$ cat src/hw/rtl/rlcl_pkg.sv
// Shared types and constants for the run-length code-length table reader.
package rlcl_pkg;

   // Entries in one code-length table
   localparam logic [8:0] TableEntries = 9'd256;

   // Status codes of a result item
   typedef enum logic [1:0] {
      ST_RUN      = 2'd0,
      ST_DONE     = 2'd1,
      ST_OVERFLOW = 2'd2,
      ST_NODATA   = 2'd3
   } status_type;

   // Configuration register index and table count reset value
   localparam logic [1:0] RegTablesInStream = 2'd0;
   localparam logic [1:0] TablesReset       = 2'd3;

   // One result item
   typedef struct packed {
      logic [1:0]  table_number;
      logic [8:0]  run_start;
      logic [7:0]  run_count;
      logic [4:0]  code_length;
      status_type  status;
      logic [10:0] bytes_used;
      logic        last_of_item;
   } result_type;

   // Results of one parsed item, handed to the output queue
   typedef struct packed {
      logic [1:0] count;
      result_type res0;
      result_type res1;
   } push_type;

endpackage

$ cat src/hw/rtl/rlcl_csr.sv
// Configuration register file: table count register on an APB-style port.
module rlcl_csr (
   input  logic        clock,
   input  logic        reset,
   input  logic        csr_psel,
   input  logic        csr_penable,
   input  logic        csr_pwrite,
   input  logic [1:0]  csr_paddr,
   input  logic [31:0] csr_pwdata,
   output logic [31:0] csr_prdata,
   output logic        csr_pready,
   output logic [1:0]  tables_in_stream
);

   logic [1:0] tables_ff;
   logic [1:0] tables_in;
   logic       wr_en;

   // Decode a completed write to the table count register
   assign wr_en = csr_psel && csr_penable && csr_pwrite
                  && (csr_paddr == {rlcl_pkg::RegTablesInStream});
   assign tables_in = wr_en ? csr_pwdata[1:0] : tables_ff;

   always_ff @(posedge clock) begin
      if (reset) begin
         tables_ff <= rlcl_pkg::TablesReset;
      end else begin
         tables_ff <= tables_in;
      end
   end

   // Read back; unused addresses return zero
   assign csr_prdata = (csr_paddr == {rlcl_pkg::RegTablesInStream})
                       ? {30'd0, tables_ff} : 32'd0;
   assign csr_pready = 1'b1;
   assign tables_in_stream = tables_ff;

endmodule

$ cat src/hw/rtl/rlcl_parse.sv
// Input register, parse state and per-item run decode.
module rlcl_parse (
   input  logic                 clock,
   input  logic                 reset,
   input  logic                 req_valid,
   output logic                 req_stall,
   input  logic [7:0]           req_stream_byte,
   input  logic                 req_first_byte,
   input  logic                 req_final_byte,
   input  logic [1:0]           tables_in_stream,
   input  logic                 space_ok,
   output rlcl_pkg::push_type   push
);

   // Input register
   logic       in_valid_ff, in_valid_in;
   logic [7:0] byte_ff, byte_in;
   logic       first_ff, first_in;
   logic       final_ff, final_in;

   // Parse state
   logic        phase_ff, phase_in;
   logic [4:0]  pend_ff, pend_in;
   logic [8:0]  entry_ff, entry_in;
   logic [1:0]  table_ff, table_in;
   logic [10:0] bc_ff, bc_in;
   logic        fin_ff, fin_in;

   logic        fire;
   logic        accept;

   // Values seen by this item after an optional restart
   logic        c_phase;
   logic [4:0]  c_pend;
   logic [8:0]  c_entry;
   logic [1:0]  c_table;
   logic [10:0] c_bc;
   logic        c_fin;

   logic        have_run;
   logic [7:0]  repeat_v;
   logic [4:0]  len_v;
   logic [9:0]  sum;
   logic [1:0]  ntables;
   logic        last_table;
   logic [1:0]  n;
   rlcl_pkg::result_type r0, r1, rs;

   assign fire   = in_valid_ff && space_ok;
   assign accept = req_valid && !req_stall;
   assign req_stall = in_valid_ff && !space_ok;

   // Load the input register when it is free or being drained
   always_comb begin
      in_valid_in = in_valid_ff;
      byte_in     = byte_ff;
      first_in    = first_ff;
      final_in    = final_ff;
      if (fire) begin
         in_valid_in = 1'b0;
      end
      if (accept) begin
         in_valid_in = 1'b1;
         byte_in     = req_stream_byte;
         first_in    = req_first_byte;
         final_in    = req_final_byte;
      end
   end

   // Decode one byte against the current state
   always_comb begin
      c_phase = first_ff ? 1'b0 : phase_ff;
      c_pend  = first_ff ? 5'd0 : pend_ff;
      c_entry = first_ff ? 9'd0 : entry_ff;
      c_table = first_ff ? 2'd0 : table_ff;
      c_bc    = first_ff ? 11'd0 : bc_ff;
      c_fin   = first_ff ? 1'b0 : fin_ff;

      phase_in = c_phase;
      pend_in  = c_pend;
      entry_in = c_entry;
      table_in = c_table;
      bc_in    = c_bc;
      fin_in   = c_fin;

      have_run = 1'b0;
      repeat_v = 8'd0;
      len_v    = 5'd0;
      sum      = 10'd0;
      ntables  = (tables_in_stream == 2'd0) ? 2'd1 : tables_in_stream;
      last_table = 1'b0;
      n  = 2'd0;
      r0 = '0;
      r1 = '0;
      rs = '0;

      if (!c_fin) begin
         // Saturate the byte count
         bc_in = (c_bc == 11'h7FF) ? c_bc : c_bc + 11'd1;

         if (!c_phase) begin
            repeat_v = {5'd0, byte_ff[7:5]};
            len_v    = byte_ff[4:0];
            if (byte_ff[7:5] == 3'd0) begin
               pend_in  = byte_ff[4:0];
               phase_in = 1'b1;
            end else begin
               have_run = 1'b1;
            end
         end else begin
            repeat_v = byte_ff;
            len_v    = c_pend;
            phase_in = 1'b0;
            have_run = 1'b1;
         end

         sum = {1'b0, c_entry} + {2'd0, repeat_v};
         rs.table_number = c_table;
         rs.run_start    = c_entry;
         rs.run_count    = repeat_v;
         rs.code_length  = len_v;
         rs.bytes_used   = bc_in;

         if (have_run) begin
            if (sum > {1'b0, rlcl_pkg::TableEntries}) begin
               // Reject the run and stop
               r0 = rs;
               r0.status = rlcl_pkg::ST_OVERFLOW;
               n = 2'd1;
               fin_in = 1'b1;
            end else begin
               r0 = rs;
               r0.status = rlcl_pkg::ST_RUN;
               n = 2'd1;
               entry_in = sum[8:0];
               if (sum == {1'b0, rlcl_pkg::TableEntries}) begin
                  last_table = ({1'b0, c_table} + 3'd1) >= {1'b0, ntables};
                  if (last_table) begin
                     r1.table_number = c_table;
                     r1.run_start    = rlcl_pkg::TableEntries;
                     r1.run_count    = 8'd0;
                     r1.code_length  = 5'd0;
                     r1.status       = rlcl_pkg::ST_DONE;
                     r1.bytes_used   = bc_in;
                     n = 2'd2;
                     fin_in = 1'b1;
                  end else begin
                     table_in = c_table + 2'd1;
                     entry_in = 9'd0;
                  end
               end
            end
         end

         // Flag data ending before the tables are complete
         if (!fin_in && final_ff) begin
            rs = '0;
            rs.table_number = table_in;
            rs.run_start    = entry_in;
            rs.status       = rlcl_pkg::ST_NODATA;
            rs.bytes_used   = bc_in;
            if (n == 2'd0) begin
               r0 = rs;
               n  = 2'd1;
            end else begin
               r1 = rs;
               n  = 2'd2;
            end
            fin_in = 1'b1;
         end

         // Mark the final result of the item
         if (n == 2'd1) begin
            r0.last_of_item = 1'b1;
         end else if (n == 2'd2) begin
            r1.last_of_item = 1'b1;
         end
      end
   end

   assign push.count = fire ? n : 2'd0;
   assign push.res0  = r0;
   assign push.res1  = r1;

   // Input register and parse state; state advances when the item is parsed
   always_ff @(posedge clock) begin
      if (reset) begin
         in_valid_ff <= 1'b0;
         phase_ff    <= 1'b0;
         pend_ff     <= 5'd0;
         entry_ff    <= 9'd0;
         table_ff    <= 2'd0;
         bc_ff       <= 11'd0;
         fin_ff      <= 1'b0;
      end else begin
         in_valid_ff <= in_valid_in;
         if (fire) begin
            phase_ff <= phase_in;
            pend_ff  <= pend_in;
            entry_ff <= entry_in;
            table_ff <= table_in;
            bc_ff    <= bc_in;
            fin_ff   <= fin_in;
         end
      end
      byte_ff  <= byte_in;
      first_ff <= first_in;
      final_ff <= final_in;
   end

   // An active table never holds a full entry count
   assert property (@(posedge clock) disable iff (reset)
      !fin_ff |-> (entry_ff < rlcl_pkg::TableEntries))
      else $error("entry index reached table size while parsing");

   // An overflow result always stops parsing
   assert property (@(posedge clock) disable iff (reset)
      (push.count != 2'd0 && push.res0.status == rlcl_pkg::ST_OVERFLOW) |=> fin_ff)
      else $error("overflow did not finish the stream");

   // A finished stream emits nothing until restarted
   assert property (@(posedge clock) disable iff (reset)
      (fire && fin_ff && !first_ff) |-> (push.count == 2'd0))
      else $error("result emitted after finish");

endmodule

$ cat src/hw/rtl/rlcl_outq.sv
// Four-entry result queue: takes up to two results a cycle while it has room, sends one unless stalled.
module rlcl_outq (
   input  logic                       clock,
   input  logic                       reset,
   input  rlcl_pkg::push_type         push,
   output logic                       space_ok,
   output logic                       rsp_valid,
   input  logic                       rsp_stall,
   output rlcl_pkg::result_type       rsp_res
);

   rlcl_pkg::result_type slot_ff [4];
   logic [1:0] wr_ff, wr_in;
   logic [1:0] rd_ff, rd_in;
   logic [2:0] cnt_ff, cnt_in;
   logic       pop;
   logic [1:0] wr_next;

   assign rsp_valid = (cnt_ff != 3'd0);
   assign pop       = rsp_valid && !rsp_stall;
   assign rsp_res   = slot_ff[rd_ff];
   // Room for a full pair after this cycle's send
   assign space_ok  = (cnt_ff <= 3'd2) || (cnt_ff == 3'd3 && pop);
   assign wr_next   = wr_ff + 2'd1;

   // Advance pointers and occupancy
   always_comb begin
      wr_in  = wr_ff + push.count;
      rd_in  = pop ? rd_ff + 2'd1 : rd_ff;
      cnt_in = cnt_ff + {1'b0, push.count} - {2'd0, pop};
   end

   always_ff @(posedge clock) begin
      if (reset) begin
         wr_ff  <= 2'd0;
         rd_ff  <= 2'd0;
         cnt_ff <= 3'd0;
      end else begin
         wr_ff  <= wr_in;
         rd_ff  <= rd_in;
         cnt_ff <= cnt_in;
      end
   end

   // Store results in order
   always_ff @(posedge clock) begin
      if (push.count != 2'd0) begin
         slot_ff[wr_ff] <= push.res0;
      end
      if (push.count == 2'd2) begin
         slot_ff[wr_next] <= push.res1;
      end
   end

   assert property (@(posedge clock) disable iff (reset)
      cnt_ff <= 3'd4)
      else $error("result queue overfilled");

   assert property (@(posedge clock) disable iff (reset)
      (push.count != 2'd0) |-> space_ok)
      else $error("push without room");

   assert property (@(posedge clock) disable iff (reset)
      !$past(reset) |-> (cnt_ff == $past(cnt_ff) + {1'b0, $past(push.count)}
                                    - {2'd0, $past(pop)}))
      else $error("queue count out of step");

endmodule

$ cat src/hw/rtl/run_length_code_length_table_reader.sv
// Top level of the run-length code-length table reader.
//
// Header bytes enter on the req_ channel (valid/stall), one item per byte.
// req_first_byte restarts parsing at table 0; req_final_byte marks the last
// byte of available data. Each byte yields zero, one or two result items on
// the rsp_ channel: a run (start, count, length) or an overflow status, then
// possibly an all-done or out-of-data status. last_of_item flags the final
// result of a byte. The csr_ port holds the table count (reset value 3);
// the user must write it only while the block is idle; this is not enforced.
//
// An accepted byte is held in the input register, parsed, and its results
// are written into the result queue, whose occupancy drives rsp_valid.
// Throughput: one byte per cycle while each byte gives at most one result
// and rsp_stall is low; a byte that gives two results puts both into the
// four-entry result queue, which sends them one at a time.
// Reset clears all parse state and the queue; no clearing pass is needed.
// When rsp_stall is held, the queue fills and req_stall rises once it has no
// room for another pair of results; nothing is dropped.
module run_length_code_length_table_reader (
   input  logic        clock,
   input  logic        reset,
   input  logic        req_valid,
   output logic        req_stall,
   input  logic [7:0]  req_stream_byte,
   input  logic        req_first_byte,
   input  logic        req_final_byte,
   output logic        rsp_valid,
   input  logic        rsp_stall,
   output logic [1:0]  rsp_table_number,
   output logic [8:0]  rsp_run_start,
   output logic [7:0]  rsp_run_count,
   output logic [4:0]  rsp_code_length,
   output logic [1:0]  rsp_status,
   output logic [10:0] rsp_bytes_used,
   output logic        rsp_last_of_item,
   input  logic        csr_psel,
   input  logic        csr_penable,
   input  logic        csr_pwrite,
   input  logic [1:0]  csr_paddr,
   input  logic [31:0] csr_pwdata,
   output logic [31:0] csr_prdata,
   output logic        csr_pready
);

   logic [1:0]            tables_in_stream;
   logic                  space_ok;
   rlcl_pkg::push_type    push;
   rlcl_pkg::result_type  res;

   rlcl_csr u_csr (
      .clock            (clock),
      .reset            (reset),
      .csr_psel         (csr_psel),
      .csr_penable      (csr_penable),
      .csr_pwrite       (csr_pwrite),
      .csr_paddr        (csr_paddr),
      .csr_pwdata       (csr_pwdata),
      .csr_prdata       (csr_prdata),
      .csr_pready       (csr_pready),
      .tables_in_stream (tables_in_stream)
   );

   rlcl_parse u_parse (
      .clock            (clock),
      .reset            (reset),
      .req_valid        (req_valid),
      .req_stall        (req_stall),
      .req_stream_byte  (req_stream_byte),
      .req_first_byte   (req_first_byte),
      .req_final_byte   (req_final_byte),
      .tables_in_stream (tables_in_stream),
      .space_ok         (space_ok),
      .push             (push)
   );

   rlcl_outq u_outq (
      .clock     (clock),
      .reset     (reset),
      .push      (push),
      .space_ok  (space_ok),
      .rsp_valid (rsp_valid),
      .rsp_stall (rsp_stall),
      .rsp_res   (res)
   );

   // Unpack the result item onto its ports
   assign rsp_table_number = res.table_number;
   assign rsp_run_start    = res.run_start;
   assign rsp_run_count    = res.run_count;
   assign rsp_code_length  = res.code_length;
   assign rsp_status       = res.status;
   assign rsp_bytes_used   = res.bytes_used;
   assign rsp_last_of_item = res.last_of_item;

endmodule
$ cat config.mk
export PLATFORM = sky130hd
export DESIGN_NAME = run_length_code_length_table_reader
export DESIGN_NICKNAME = d
export VERILOG_FILES = /design/src/hw/rtl/rlcl_pkg.sv /design/src/hw/rtl/rlcl_csr.sv /design/src/hw/rtl/rlcl_parse.sv /design/src/hw/rtl/rlcl_outq.sv /design/src/hw/rtl/run_length_code_length_table_reader.sv
export SDC_FILE = /design/constraint.sdc
export NUM_CORES = 1
export LEC_CHECK = 0
export BUFFER_PORTS_ARGS = -buffer_cell sky130_fd_sc_hd__buf_2
export CAP_MARGIN = 5
export CORE_AREA = 2 2 137 139
export DETAILED_ROUTE_END_ITERATION = 7
export DIE_AREA = 0 0 139 141
export GPL_TIMING_DRIVEN = 0
export PLACE_DENSITY = 0.85
export RECOVER_POWER = 100
export SYNTH_ARGS = -nofsm -noshare
export SYNTH_HDL_FRONTEND = slang
export SYNTH_HIERARCHICAL = 1
export SYNTH_SLANG_ARGS = --single-unit
export TNS_END_PERCENT = 5
$ cat constraint.sdc
create_clock -name clock -period 17.1 [get_ports clock]
set_clock_uncertainty 0.2 [all_clocks]
set_input_delay 3.42 -clock clock [delete_from_list [all_inputs] [get_ports clock]]
set_output_delay 3.42 -clock clock [all_outputs]
set_load 0.02 [all_outputs]
; ---- After elaboration in Yosys (flattened, before gate mapping)
; Memories as Yosys holds them, arrays and structs flattened. A register that Yosys moved wholly into a read port is not among the register bits.
; Index checks and enable logic that the tools add are counted.
[op_classes]
order_cmp = 3
n_reduce_logical = 21
add_sub_neg = 9
n_mux = 72
eq_ne = 6
[op_table]
columns = cell, n
row1 = $mux W38, 7
row2 = $mux W37, 4
row3 = $mux W9, 6
row4 = $mux W2, 20
row5 = $mux W11, 3
row6 = $mux W5, 5
row7 = $mux W1, 24
row8 = $mux W8, 2
row9 = $mux W14, 1
row10 = $add A11 B1 Y11 const B, 1
row11 = $eq A11 B11 Y1 const B, 1
row12 = $add A9 B8 Y10, 1
row13 = $eq A10 B9 Y1 const B, 1
row14 = $gt A10 B9 Y1 const B, 1
row15 = $logic_and A1 B1 Y1, 9
row16 = $add A2 B1 Y2 const B, 3
row17 = $logic_not A2 Y1, 3
row18 = $eq A2 B2 Y1 const B, 2
row19 = $logic_not A1 Y1, 4
row20 = $reduce_bool A2 Y1, 2
row21 = $add A2 B1 Y3 const B, 1
row22 = $add A3 B2 Y3, 1
row23 = $eq A3 B2 Y1 const B, 1
row24 = $ge A3 B2 Y1, 1
row25 = 7 further kinds, 7
[totals]
reg_bits = 49
memories = 1
ramBits = 152
[memory_table]
columns = memory, words, width, read_ports, rd_clocked_by_memory_dff, write_ports, line_no
row1 = u_outq.slot_ff, 4, 38, 1, 1, 2, rlcl_outq.sv:12  ; rlcl_pkg::result_type slot_ff [4];

; ---- Longest topological paths before layout
; Gate-level depths: netlist (run 1).
[depth]
ltp_word = 18
ltp_mapped = 23
mapped_depth_nobuf = 21

; ---- Cells and area by module
; Netlist (run 1), hierarchy kept.
[modules_own_cells]
columns = module, instances, cells_per_inst, area_per_inst_um2
row1 = rlcl_outq, 1, 422, 7943.9
row2 = rlcl_parse, 1, 431, 3199.3
row3 = rlcl_csr, 1, 47, 344.1

; ---- Least setup slack after synthesis (run 1)
; OpenSTA, ideal clock, no wires.
[synth_timing]
path_kind = input-to-reg
from = input rsp_stall
to = memory u_outq/slot_ff[0][0] (netlist name), enable pin
setup_ns = 0.491
cell_stages = 8
arrival_ns = 7.716
slack_ns = 8.694
cell_sequence = a31oi_1 > and2_1 > clkbuf_1 > nand2_1 > clkbuf_1 > nor2_1 > nor2_1 > o31ai_1
[synth_lines]
columns = element, line_no
row1 = from (decl), run_length_code_length_table_reader.sv:28  ; input logic rsp_stall,
row2 = to (decl), rlcl_outq.sv:12

==> results of run 1 <==
[report_power, final]
| group | internal [mW] | switching, mW |
|---|---|---|
| Sequential | 0.581 | 0.0157 |
| Combinational | 0.133 | 0.217 |
| Clock | 0.255 | 0.179 |
| Total | 0.969 | 0.412 |
[cell families (layout without fill, tap and decap cells)]
logic type | after synthesis | in the layout
AND/OR/NAND/NOR | 256 | 256
AO/OA/AOI/OAI | 91 | 91
multiplexers | 197 | 197
XOR/XNOR | 18 | 18
other | 3 | 44
flip-flops | 203 | 203
buffers and inverters | 113 | 215
adder cells (fa/ha/maj) | 19 | 19
[synthesized netlist by cell type, types with 6 or more instances]
library cell / instances / area (um2)
mux4_2: 38 / 856
xor2_1: 8 / 70.1
mux2_4: 29 / 435
buf_6: 9 / 101
buf_4: 49 / 368
a21oi_1: 35 / 175
nor2_1: 78 / 293
clkbuf_1: 22 / 82.6
nand2_1: 54 / 203
ha_1: 16 / 200
nor2b_1: 22 / 138
edfxtp_1: 162 / 4860
nor3b_1: 9 / 67.6
mux2i_1: 6 / 60.1
a31oi_1: 6 / 37.5
inv_1: 20 / 75.1
o21ai_0: 16 / 80.1
a211oi_1: 10 / 75.1
buf_2: 11 / 55.1
nor3_1: 18 / 90.1
nand4_1: 7 / 43.8
mux2_2: 121 / 1360
nand3_1: 8 / 40.0
xnor2_1: 10 / 87.6
and2_1: 15 / 93.8
nand2b_1: 11 / 68.8
dfxtp_1: 41 / 821
[metal layers]
layer  GRT usage (%)  vias up  wire [um]
li1                -     3527          -
met1            36.3     3753      10500
met2            45.8      391      12800
met3            3.97       75       2300
met4            9.73        0        910
met5               0        -          0
[placed cells by master, fill, tap and decap left out, drive strengths merged, types with 35 or more instances in the layout]
cell type | synthesis | layout
a21oi | 35 | 35
nor2 | 78 | 78
mux2 | 153 | 153
nand2 | 56 | 56
dfxtp | 41 | 41
clkbuf | 22 | 115
edfxtp | 162 | 162
mux4 | 38 | 38
conb | 3 | 44
buf | 71 | 72
[tightest hold or removal path, delay by kind of cell (launching register included)]
family	cells	cell delay, ns
DFF	1	0.31
AOI/OAI and AO/OA	1	0.05
and+or+nand+nor	1	0.05
[registers in the layout (all words and copies together), names as in the netlist, named ones only]
signal / flops
u_outq/slot_ff: 152
u_parse/bc_ff: 11
u_parse/entry_ff: 9
u_parse/byte_ff: 8
u_parse/pend_ff: 5
u_outq/cnt_ff: 3
u_csr/tables_in_stream: 2
u_outq/rd_ff: 2
u_outq/wr_ff: 2
u_parse/table_ff: 2
u_parse/fin_ff: 1
u_parse/final_ff: 1
u_parse/first_ff: 1
u_parse/in_valid_ff: 1
u_parse/phase_ff: 1
[cell type report]
class	count	area (um2)	area share (%)
sequential	203	5690	45.2
multi-input combinational	625	5100	40.5
clock buffer	27	548	4.35
buffer	93	523	4.15
tap	234	293	2.33
timing repair buffer	67	278	2.21
clock inverter	8	88.8	0.706
inverter	20	75.1	0.596
[stage by stage]
step	utilization [%]	total power [mW]	hold slack, ns	setup slack (ns)
floorplan	-	0.871	0.227	8.69
global placement	67.0	0.965	0.235	5.74
detailed placement	67.7	0.975	0.245	9.37
CTS	71.2	1.41	0.255	9.36
global route	68.9	1.44	0.279	6.96
finish	68.9	1.38	0.262	7.39
[final timing paths]
| check | from | end | depth (start not counted) |
|---|---|---|---|
| max | u_parse/first_ff | u_outq/slot_ff[2][25] | 19 |
| min | u_parse/entry_ff[6] | u_parse/entry_ff[6] | 2 |
| max reg2reg | u_parse/first_ff | u_outq/slot_ff[2][25] | 19 |
| min reg2reg | u_parse/entry_ff[6] | u_parse/entry_ff[6] | 2 |
==> reports/qor.txt, run 1 <==
Status -> finished, violations left
Failing checks -> max-capacitance violations, max-slew violations
Most frequent CP cell -> clkbuf_1
Total CTS buffers -> 21
ANT cells -> 0
CP max stage cell -> clkbuf_1
Core ar. -> 18,300 um2
I/O Pins -> 124
Ys flop type -> edfxtp_1
Final GP Congestion -> 0.983
Die H -> 141 um
PostCTS Resize Cnt -> 0
Die Span X -> 139 um
R2r setup slk -> 7.39 ns
Port bufs -> 62
Clock root buffer -> clkbuf_16
Clock sink count -> 203
Unique masters post-synth -> 70
Dpl cell area -> 12,400 um2
Largest net degree at the start of global routing -> 29
Layout area overhead -> 9.61%
Setup violators final -> 0
Initial antenna violation count -> 0
Synthesized area -> 11,500 um2
Post-route insts no fill -> 1,277
Vias after detailed routing -> 7,746
EDFF count, synth -> 162
Mux cell area share after synthesis -> 23.9%
Synth Area in Compound Gates -> 5.22%
Adder-Cell Fraction of Synth Area -> 2.27%
Detailed-route wire length per cell -> 20.8 um
Post-synthesis sequential area ratio -> 49.5%
Slew @ Worst Pin -> 1.96 ns
Hold Fails Final Rpt -> 0
FP Rows -> 50
CP top delay family -> buffers and inverters
CTS tree -> done
GRT Residual Overflow -> 0
RSZ-0062 raised after global routing -> no
Postcts setup bufs -> 0
Crit-path cells -> clkbuf_1 -> clkbuf_1 -> nor2b_1 -> ha_1 -> nand2_2 -> o31ai_1 -> xnor2_1 -> nor4_1 -> nand4_2 -> nand2_1 -> nand2_1 -> clkbuf_1 -> nor2_1 -> nor2b_1 -> and3b_4 -> clkbuf_1 -> clkbuf_1 -> a21o_1 -> clkbuf_1
HP Class -> reg -> reg
CP required -> 16.98 ns
Die area -> 19,600 um2
HPWL after DPL -> 18.0 mm
Dpl cells -> 1,242
Number of remaining DRC errors -> 0
Critical path class -> reg -> reg
Vias in the first global route -> 7,684
Synth Area per Inst -> 12.8 um2
Setup TNS Final -> 0 ns
Detailed-route vias per instance -> 6.07
Maximum clock path buffer count -> 3
CTS H-tree depth -> 1
Worst EP arrival -> 9.59 ns
DRT iter0 DRCs -> 822
Post-Route WL -> 26.5 mm
Detailed Routing Iterations Pass 1 -> 5
Xor and xnor area share after synthesis -> 1.37%
Clock latency on the worst-skew pair -> 0.50 ns
Leak -> 4.69 nW
Cell area after layout -> 12,600 um2
Total GRT Usage -> 27.1%
Slowest stage delay, CP -> 1.30 ns
Largest family of logic cells by synthesized area -> multiplexers
Fin nets -> 1,101
Worst vdd rail ir drop -> 0.0894 mV
Fillers -> 1,329
CP Capture Type -> flop
Max_cap viols -> 4
Synth Area in Simple Gates -> 11.6%
# hold bufs at CTS -> 0
Tmin final -> 9.71 ns
Power Density -> 110 nW/um2
Initial core utilization -> 62.9%
Antenna Violating Nets Remaining -> 0
Highest Clock Rate -> 0.103 GHz
Relative slew slack -> -32.1%
Ys async rst share -> 0%
WP buf/inv -> 6
Layout cells sized above 1 -> 25.9%
Clk pin slew, worst setup/hold paths -> 0.06 ns
FF+latch count, synth -> 203
Tcrit/Tclk final -> 56.8%
Ys Warns -> 6
Final slew viol count -> 95
Startpoint types -> flop
Mapped Cells -> 900
Crit Path Max Fanout -> 24
First-pass GRT wire length -> 41.8 mm
Power figures use the tool's default switching activity.
==> run 2, diff against run 1 <==
--- a/config.mk
+++ b/config.mk
@@ -5,13 +5,14 @@
 export SDC_FILE = /design/constraint.sdc
 export NUM_CORES = 1
 export LEC_CHECK = 0
+export ABC_AREA = 1
 export BUFFER_PORTS_ARGS = -buffer_cell sky130_fd_sc_hd__buf_2
 export CAP_MARGIN = 5
-export CORE_AREA = 2 2 137 139
+export CORE_AREA = 2 2 144 146
 export DETAILED_ROUTE_END_ITERATION = 7
-export DIE_AREA = 0 0 139 141
+export DIE_AREA = 0 0 146 148
 export GPL_TIMING_DRIVEN = 0
-export PLACE_DENSITY = 0.85
+export PLACE_DENSITY = 0.8
 export RECOVER_POWER = 100
 export SYNTH_ARGS = -nofsm -noshare
 export SYNTH_HDL_FRONTEND = slang
==> constraint.sdc (replaced) <==
create_clock -name clock -period 10.19 [get_ports clock]
set_clock_uncertainty 0.2 [all_clocks]
set_input_delay 2.038 -clock clock [delete_from_list [all_inputs] [get_ports clock]]
set_output_delay 2.038 -clock clock [all_outputs]
set_load 0.02 [all_outputs]
==> reports/qor.txt, run 2 <==
Slew @ Worst Pin -> 1.81 ns (-0.157 ns)
R2r setup slk -> 2.33 ns (-5.06 ns)
Die Span X -> 146 um (+5.0%)
Relative slew slack -> -21.6% (+11 points)
Max_cap viols -> 3 (-1)
Vias after detailed routing -> 10,594 (+37%)
Top reg by flops -> u_outq/slot_ff
EDFF count, synth -> 162 (unchanged)
Post-route insts no fill -> 1,861 (+46%)
Setup violators final -> 0 (unchanged)
CTS H-tree depth -> 1 (unchanged)
Critical path class -> reg -> reg
Mapped Cells -> 1,440 (+60%)
Core ar. -> 20,000 um2 (+9.7%)
Failing checks -> max-capacitance violations, max-slew violations
Vias in the first global route -> 10,099 (+31%)
Synth Area per Inst -> 8.17 um2 (-36%)
Power Density -> 197 nW/um2 (+79%)
Ys Warns -> 6 (unchanged)
Largest registers -> u_outq/slot_ff x152, u_parse/bc_ff x11, u_parse/entry_ff x9
Largest register FFs -> 152 (unchanged)
Final slew viol count -> 22 (-77%)
Port bufs -> 62 (unchanged)
Final GP Congestion -> 0.955 (-2.9%)
Ys flop type -> edfxtp_1
Postcts setup bufs -> 0 (unchanged)
Worst R2R Start -> u_parse/first_ff
Detailed-route wire length per cell -> 17.7 um (-15%)
HPWL after DPL -> 23.4 mm (+30%)
Crit path to -> u_outq/slot_ff[1][21]
PostCTS Resize Cnt -> 0 (unchanged)
Fillers -> 1,754 (+32%)
Detailed Routing Iterations Pass 1 -> 6 (+1)
Clock latency on the worst-skew pair -> 0.51 ns (about the same)
# hold bufs at CTS -> 0 (unchanged)
Post-synthesis sequential area ratio -> 48.3% (-1.2 points)
Unique masters post-synth -> 42 (-40%)
Die H -> 148 um (+5.0%)
CP startpoint -> u_parse/first_ff
Number of remaining DRC errors -> 0 (unchanged)
Post-Route WL -> 32.9 mm (+24%)
Tcrit/Tclk final -> 77.1% (+20 points)
First-pass GRT wire length -> 51.2 mm (+22%)
Crit Path Max Fanout -> 16 (-33%)
Setup TNS Final -> 0 ns (unchanged)
FP Rows -> 52 (+4.0%)
Most common cell in the netlist -> nand2_1
Dpl cells -> 1,823 (+47%)
Synthesized area -> 11,800 um2 (+2.5%)
Worst EP arrival -> 7.78 ns (-1.81 ns)
Ys async rst share -> 0% (unchanged)
Synth top area share -> 41.3% (-1.0 points)
Most common cell after layout, fill and taps aside -> nand2_1
I/O Pins -> 124 (unchanged)
Reg-to-reg endpoint -> u_outq/slot_ff[1][21]
Layout area overhead -> 10.3%
Maximum clock path buffer count -> 3 (unchanged)
Tmin final -> 7.86 ns (-1.85 ns)
Clock root buffer -> clkbuf_16
Cell taking the most area after synthesis -> edfxtp_1
Clock sink count -> 203 (unchanged)
Initial core utilization -> 58.7% (-4.1 points)
Detailed-route vias per instance -> 5.69 (-6.2%)
Initial antenna violation count -> 0 (unchanged)
HP Class -> reg -> reg
Startpoint types -> flop
CTS tree -> done
Total CTS buffers -> 22 (+4.8%)
Total GRT Usage -> 29.9% (+2.8 points)
ANT cells -> 0 (unchanged)
Largest net degree at the start of global routing -> 17 (-41%)
Antenna Violating Nets Remaining -> 0 (unchanged)
GRT Residual Overflow -> 0 (unchanged)
Most frequent cells after synthesis -> nand2_1 (290), nor2_1 (172), o21ai_0 (167)
CP required -> 10.12 ns (-6.86 ns)
Leak -> 5.30 nW (+13%)
Reg2reg path depth -> 25 (+6)
CP Capture Type -> flop
Layout cells sized above 1 -> 8.93% (-17 points)
Status -> finished, violations left
Top post-synthesis cells by area -> edfxtp_1 (41%), nand2_1 (9.2%), o21ai_0 (7.1%)
Fin nets -> 1,647 (+50%)
WHS -> 0.263 ns (+0.000737 ns)
Worst vdd rail ir drop -> 0.108 mV (+21%)
RSZ-0062 raised after global routing -> no
FF+latch count, synth -> 203 (unchanged)
Highest Clock Rate -> 0.127 GHz (+24%)
Clk pin slew, worst setup/hold paths -> 0.06 ns (about the same)
Hold Fails Final Rpt -> 0 (unchanged)
Die area -> 21,600 um2 (+10%)
DRT iter0 DRCs -> 1,223 (+49%)
Most frequent cells in the layout -> nand2_1 (295), o21ai_0 (232), nor2_1 (176)
==> run 2: stage by stage <==
stage / cell area (um2) / worst slack (ns) / util, % / total power, mW
after floorplan: 11900 / 3.15 / - / 1.59
after global placement: 12600 / 0.0907 / 62.7 / 1.83
after detailed placement: 12800 / 3.94 / 63.9 / 1.87
after CTS: 13400 / 3.93 / 67.1 / 2.59
after global routing: 13000 / 1.95 / 64.8 / 2.67
final: 13000 / 2.33 / 64.8 / 2.55
==> run 2: logic make-up (layout without fill, tap and decap cells) <==
family,count (synthesis),after routing,synth area share (%)
AND/OR/NAND/NOR,565,565,21.0
flip-flops,203,203,48.3
AO/OA/AOI/OAI,369,369,16.4
XOR/XNOR,3,3,0.223
buffers and inverters,278,388,11.8
adder cells (fa/ha/maj),19,19,2.21
other,3,44,0.0957
==> run 2: per-layer routing <==
| layer | routed length [um] | vias to the layer above | GRT usage, % | share of wire (%) |
|---|---|---|---|---|
| met5 | 0 | - | 0 | 0 |
| met2 | 15800 | 692 | 52.2 | 48 |
| met4 | 1110 | 0 | 11.5 | 3.4 |
| li1 | - | 4997 | - | - |
| met3 | 3630 | 105 | 4.41 | 11 |
| met1 | 12400 | 4800 | 37.9 | 38 |
==> run 2: layout make-up <==
| cell class | count | area, um2 | area share, % |
|---|---|---|---|
| Sequential cell | 203 | 5690 | 43.8 |
| Multi-Input combinational cell | 1000 | 4750 | 36.6 |
| Buffer | 117 | 631 | 4.86 |
| Clock buffer | 31 | 606 | 4.66 |
| Inverter | 161 | 604 | 4.65 |
| Tap cell | 270 | 338 | 2.60 |
| Timing Repair Buffer | 72 | 334 | 2.57 |
| Clock inverter | 7 | 40.0 | 0.308 |
==> run 2: worst min-delay path by stage <==
stage	from	endpoint	slack, ns	depth (start not counted)
4_1_cts	u_parse/pend_ff[0]	u_parse/pend_ff[0]	0.26	2
6_report	u_parse/pend_ff[0]	u_parse/pend_ff[0]	0.26	2
2_1_floorplan	u_parse/pend_ff[0]	u_parse/pend_ff[0]	0.24	2
5_1_grt	u_parse/pend_ff[0]	u_parse/pend_ff[0]	0.28	2
3_5_place_dp	u_parse/pend_ff[0]	u_parse/pend_ff[0]	0.25	2
3_3_place_gp	u_parse/pend_ff[3]	u_parse/pend_ff[3]	0.25	2
==> run 2: worst max-delay path, cell delays in order, from the launching register on <==
cell,delay [ns]
edfxtp_1,0.44
clkbuf_1,0.30
clkbuf_1,0.36
nor2_1,0.22
ha_1,0.26
inv_1,0.10
fa_1,0.44
inv_1,0.10
nand2_1,0.05
nand2_1,0.16
nand3_1,0.12
nand3_1,0.10
nand2_1,0.08
nor2_1,0.33
nand3_1,0.28
nor2_1,0.33
nand2_1,0.26
nand2_1,0.20
nand2_1,0.34
nor2_1,0.31
inv_1,0.15
nor2_1,0.29
nand3_1,0.30
clkbuf_1,0.35
o31ai_1,0.50
clkbuf_1,0.90
==> run 2: power by group <==
group	switching (mW)	internal (mW)
sequential	0.0335	0.996
combinational	0.578	0.217
clock	0.316	0.414
==> run 3, diff against run 2 <==
==> constraint.sdc (replaced) <==
create_clock -name clock -period 7.5 [get_ports clock]
set_clock_uncertainty 0.2 [all_clocks]
set_input_delay 1.5 -clock clock [delete_from_list [all_inputs] [get_ports clock]]
set_output_delay 1.5 -clock clock [all_outputs]
set_load 0.02 [all_outputs]
==> reports/qor.txt, run 3 (same netlist as run 2, synthesis figures left out) <==
Hold Fails Final Rpt -> 0 (unchanged)
Core ar. -> 20,000 um2 (unchanged)
Highest Clock Rate -> 0.148 GHz (+16%)
Vias after detailed routing -> 10,648 (+0.51%)
Leak -> 5.38 nW (+1.4%)
Reg power frac -> 40.0% (-0.3 points)
Clock latency on the worst-skew pair -> 0.51 ns (about the same)
HP Class -> reg -> reg
Largest registers -> u_outq/slot_ff x152, u_parse/bc_ff x11, u_parse/entry_ff x9
Largest net degree at the start of global routing -> 17 (unchanged)
Initial core utilization -> 58.7% (unchanged)
Critical path class -> reg -> reg
CTS tree -> done
GRT Residual Overflow -> 0 (unchanged)
Fillers -> 1,730 (-1.4%)
Worst R2R Start -> u_parse/first_ff
Layout cells sized above 1 -> 9.81% (+0.88 points)
Fin nets -> 1,647 (unchanged)
Detailed-route wire length per cell -> 17.7 um (about the same)
Share of total power in combinational logic -> 31.5% (+0.4 points)
Detailed Routing Iterations Pass 1 -> 6 (unchanged)
Vias in the first global route -> 10,099 (unchanged)
Hold wc startpoint -> u_parse/pend_ff[0]
Antenna Violating Nets Remaining -> 0 (unchanged)
I/O Pins -> 124 (unchanged)
First-pass GRT wire length -> 51.2 mm (unchanged)
Most frequent cells in the layout -> nand2_1 (294), o21ai_0 (232), nor2_1 (175)
CTS H-tree depth -> 1 (unchanged)
ANT cells -> 0 (unchanged)
Part of the power in the clock network -> 28.4% (-0.2 points)
# hold bufs at CTS -> 0 (unchanged)
Setup violators final -> 0 (unchanged)
CP startpoint -> u_parse/first_ff
Initial antenna violation count -> 0 (unchanged)
Layout area overhead -> 11.7%
HPWL after DPL -> 23.4 mm (unchanged)
Power Density -> 266 nW/um2 (+35%)
Tmin final -> 6.74 ns (-1.11 ns)
FP Rows -> 52 (unchanged)
Clk pin slew, worst setup/hold paths -> 0.06 ns (about the same)
Final GP Congestion -> 0.955 (unchanged)
Final slew viol count -> 0 (-100%)
RSZ-0062 raised after global routing -> no
Clock sink count -> 203 (unchanged)
Total GRT Usage -> 29.9% (unchanged)
Total CTS buffers -> 22 (unchanged)
DRT iter0 DRCs -> 1,140 (-6.8%)
PostCTS Resize Cnt -> 0 (unchanged)
Die Span X -> 146 um (unchanged)
Post-Route WL -> 33.0 mm (about the same)
Dpl cells -> 1,823 (unchanged)
P_sw -> 1.27 mW (+37%)
Largest register FFs -> 152 (unchanged)
Detailed-route vias per instance -> 5.72 (+0.51%)
Final WS setup -> 0.755 ns (-1.58 ns)
Status -> completed
Int Pwr -> 2.22 mW (+37%)
DP Worst Slack -> 1.25 ns (-2.69 ns)
Worst EP arrival -> 6.81 ns (-0.97 ns)
Clock root buffer -> clkbuf_16
Post-route insts no fill -> 1,861 (unchanged)
Number of remaining DRC errors -> 0 (unchanged)
Port bufs -> 62 (unchanged)
Postcts setup bufs -> 0 (unchanged)
Tcrit/Tclk final -> 89.9% (+13 points)
Max_cap viols -> 0 (-3)
Slew @ Worst Pin -> 1.23 ns (-0.582 ns)
CP Capture Type -> flop
Most common cell after layout, fill and taps aside -> nand2_1
Die H -> 148 um (unchanged)
Die area -> 21,600 um2 (unchanged)
Worst vdd rail ir drop -> 0.148 mV (+37%)
Crit Path Max Fanout -> 13 (-3)
Sw Ratio -> 36.3% (about the same)
CP required -> 7.57 ns (-2.55 ns)
Maximum clock path buffer count -> 3 (unchanged)
Relative slew slack -> 17.6% (+39 points)
Top reg by flops -> u_outq/slot_ff
Startpoint types -> flop
## run 3: path summary, 6_finish.rpt
| path | to | slack [ns] | cells past startpoint |
|---|---|---|---|
| max reg2reg | u_outq/slot_ff[0][21] | 0.76 | 25 |
| min | u_parse/pend_ff[0] | 0.26 | 2 |
| min reg2reg | u_parse/pend_ff[0] | 0.26 | 2 |
| max | u_outq/slot_ff[0][21] | 0.76 | 25 |
## run 3: per-layer routing
metal / part of all wire, % / track usage [%]
met1: 38 / 37.9
met2: 48 / 52.2
met3: 11 / 4.41
met4: 3.4 / 11.5
met5: 0 / 0
## run 3: power groups by stage
stage / Combinational, mW / Sequential [mW] / Clock, mW
after floorplan: 0.751 / 1.41 / 0
after global placement: 1.06 / 1.43 / 0
after detailed placement: 1.12 / 1.42 / 0
after CTS: 1.12 / 1.40 / 0.997
after global routing: 1.20 / 1.41 / 1.04
final: 1.10 / 1.40 / 0.993
## run 3: cell type report
type,count,area (um2),area share [%]
multi-input combinational,1000,4810,36.6
tap,270,338,2.57
inverter,161,604,4.60
clock buffer,31,606,4.61
timing repair buffer,72,433,3.29
clock inverter,7,40.0,0.304
sequential,203,5690,43.2
buffer,117,633,4.81
## run 3: worst max-delay path, cell delays in order (launching register included)
cell	delay (ns)
edfxtp_1	0.43
clkbuf_1	0.31
clkbuf_1	0.37
nor2_1	0.23
ha_1	0.26
inv_1	0.10
fa_1	0.44
inv_1	0.10
nand2_1	0.05
nand2_1	0.14
nand3_1	0.11
nand2_1	0.08
nand2_1	0.04
nand2_1	0.08
nor2_1	0.11
nand3_1	0.20
nor2_1	0.14
nand2_1	0.24
nand2_1	0.19
nor3_1	0.96
nor2_8	0.07
nand3_1	0.23
clkbuf_1	0.60
o31ai_4	0.37
buf_6	0.26
buf_8	0.16
## run 3: stage by stage
step / power, mW / cell area, um2 / TNS [ns] / utilization, % / hold slack (ns)
6_report: 3.49 / 13100 / 0 / 65.6 / 0.263
5_1_grt: 3.65 / 13100 / 0 / 65.6 / 0.280
4_1_cts: 3.52 / 13400 / 0 / 67.1 / 0.262
3_5_place_dp: 2.54 / 12800 / 0 / 63.9 / 0.253
3_3_place_gp: 2.48 / 12600 / -383.05 / 62.7 / 0.253
2_1_floorplan: 2.16 / 11900 / 0 / - / 0.241
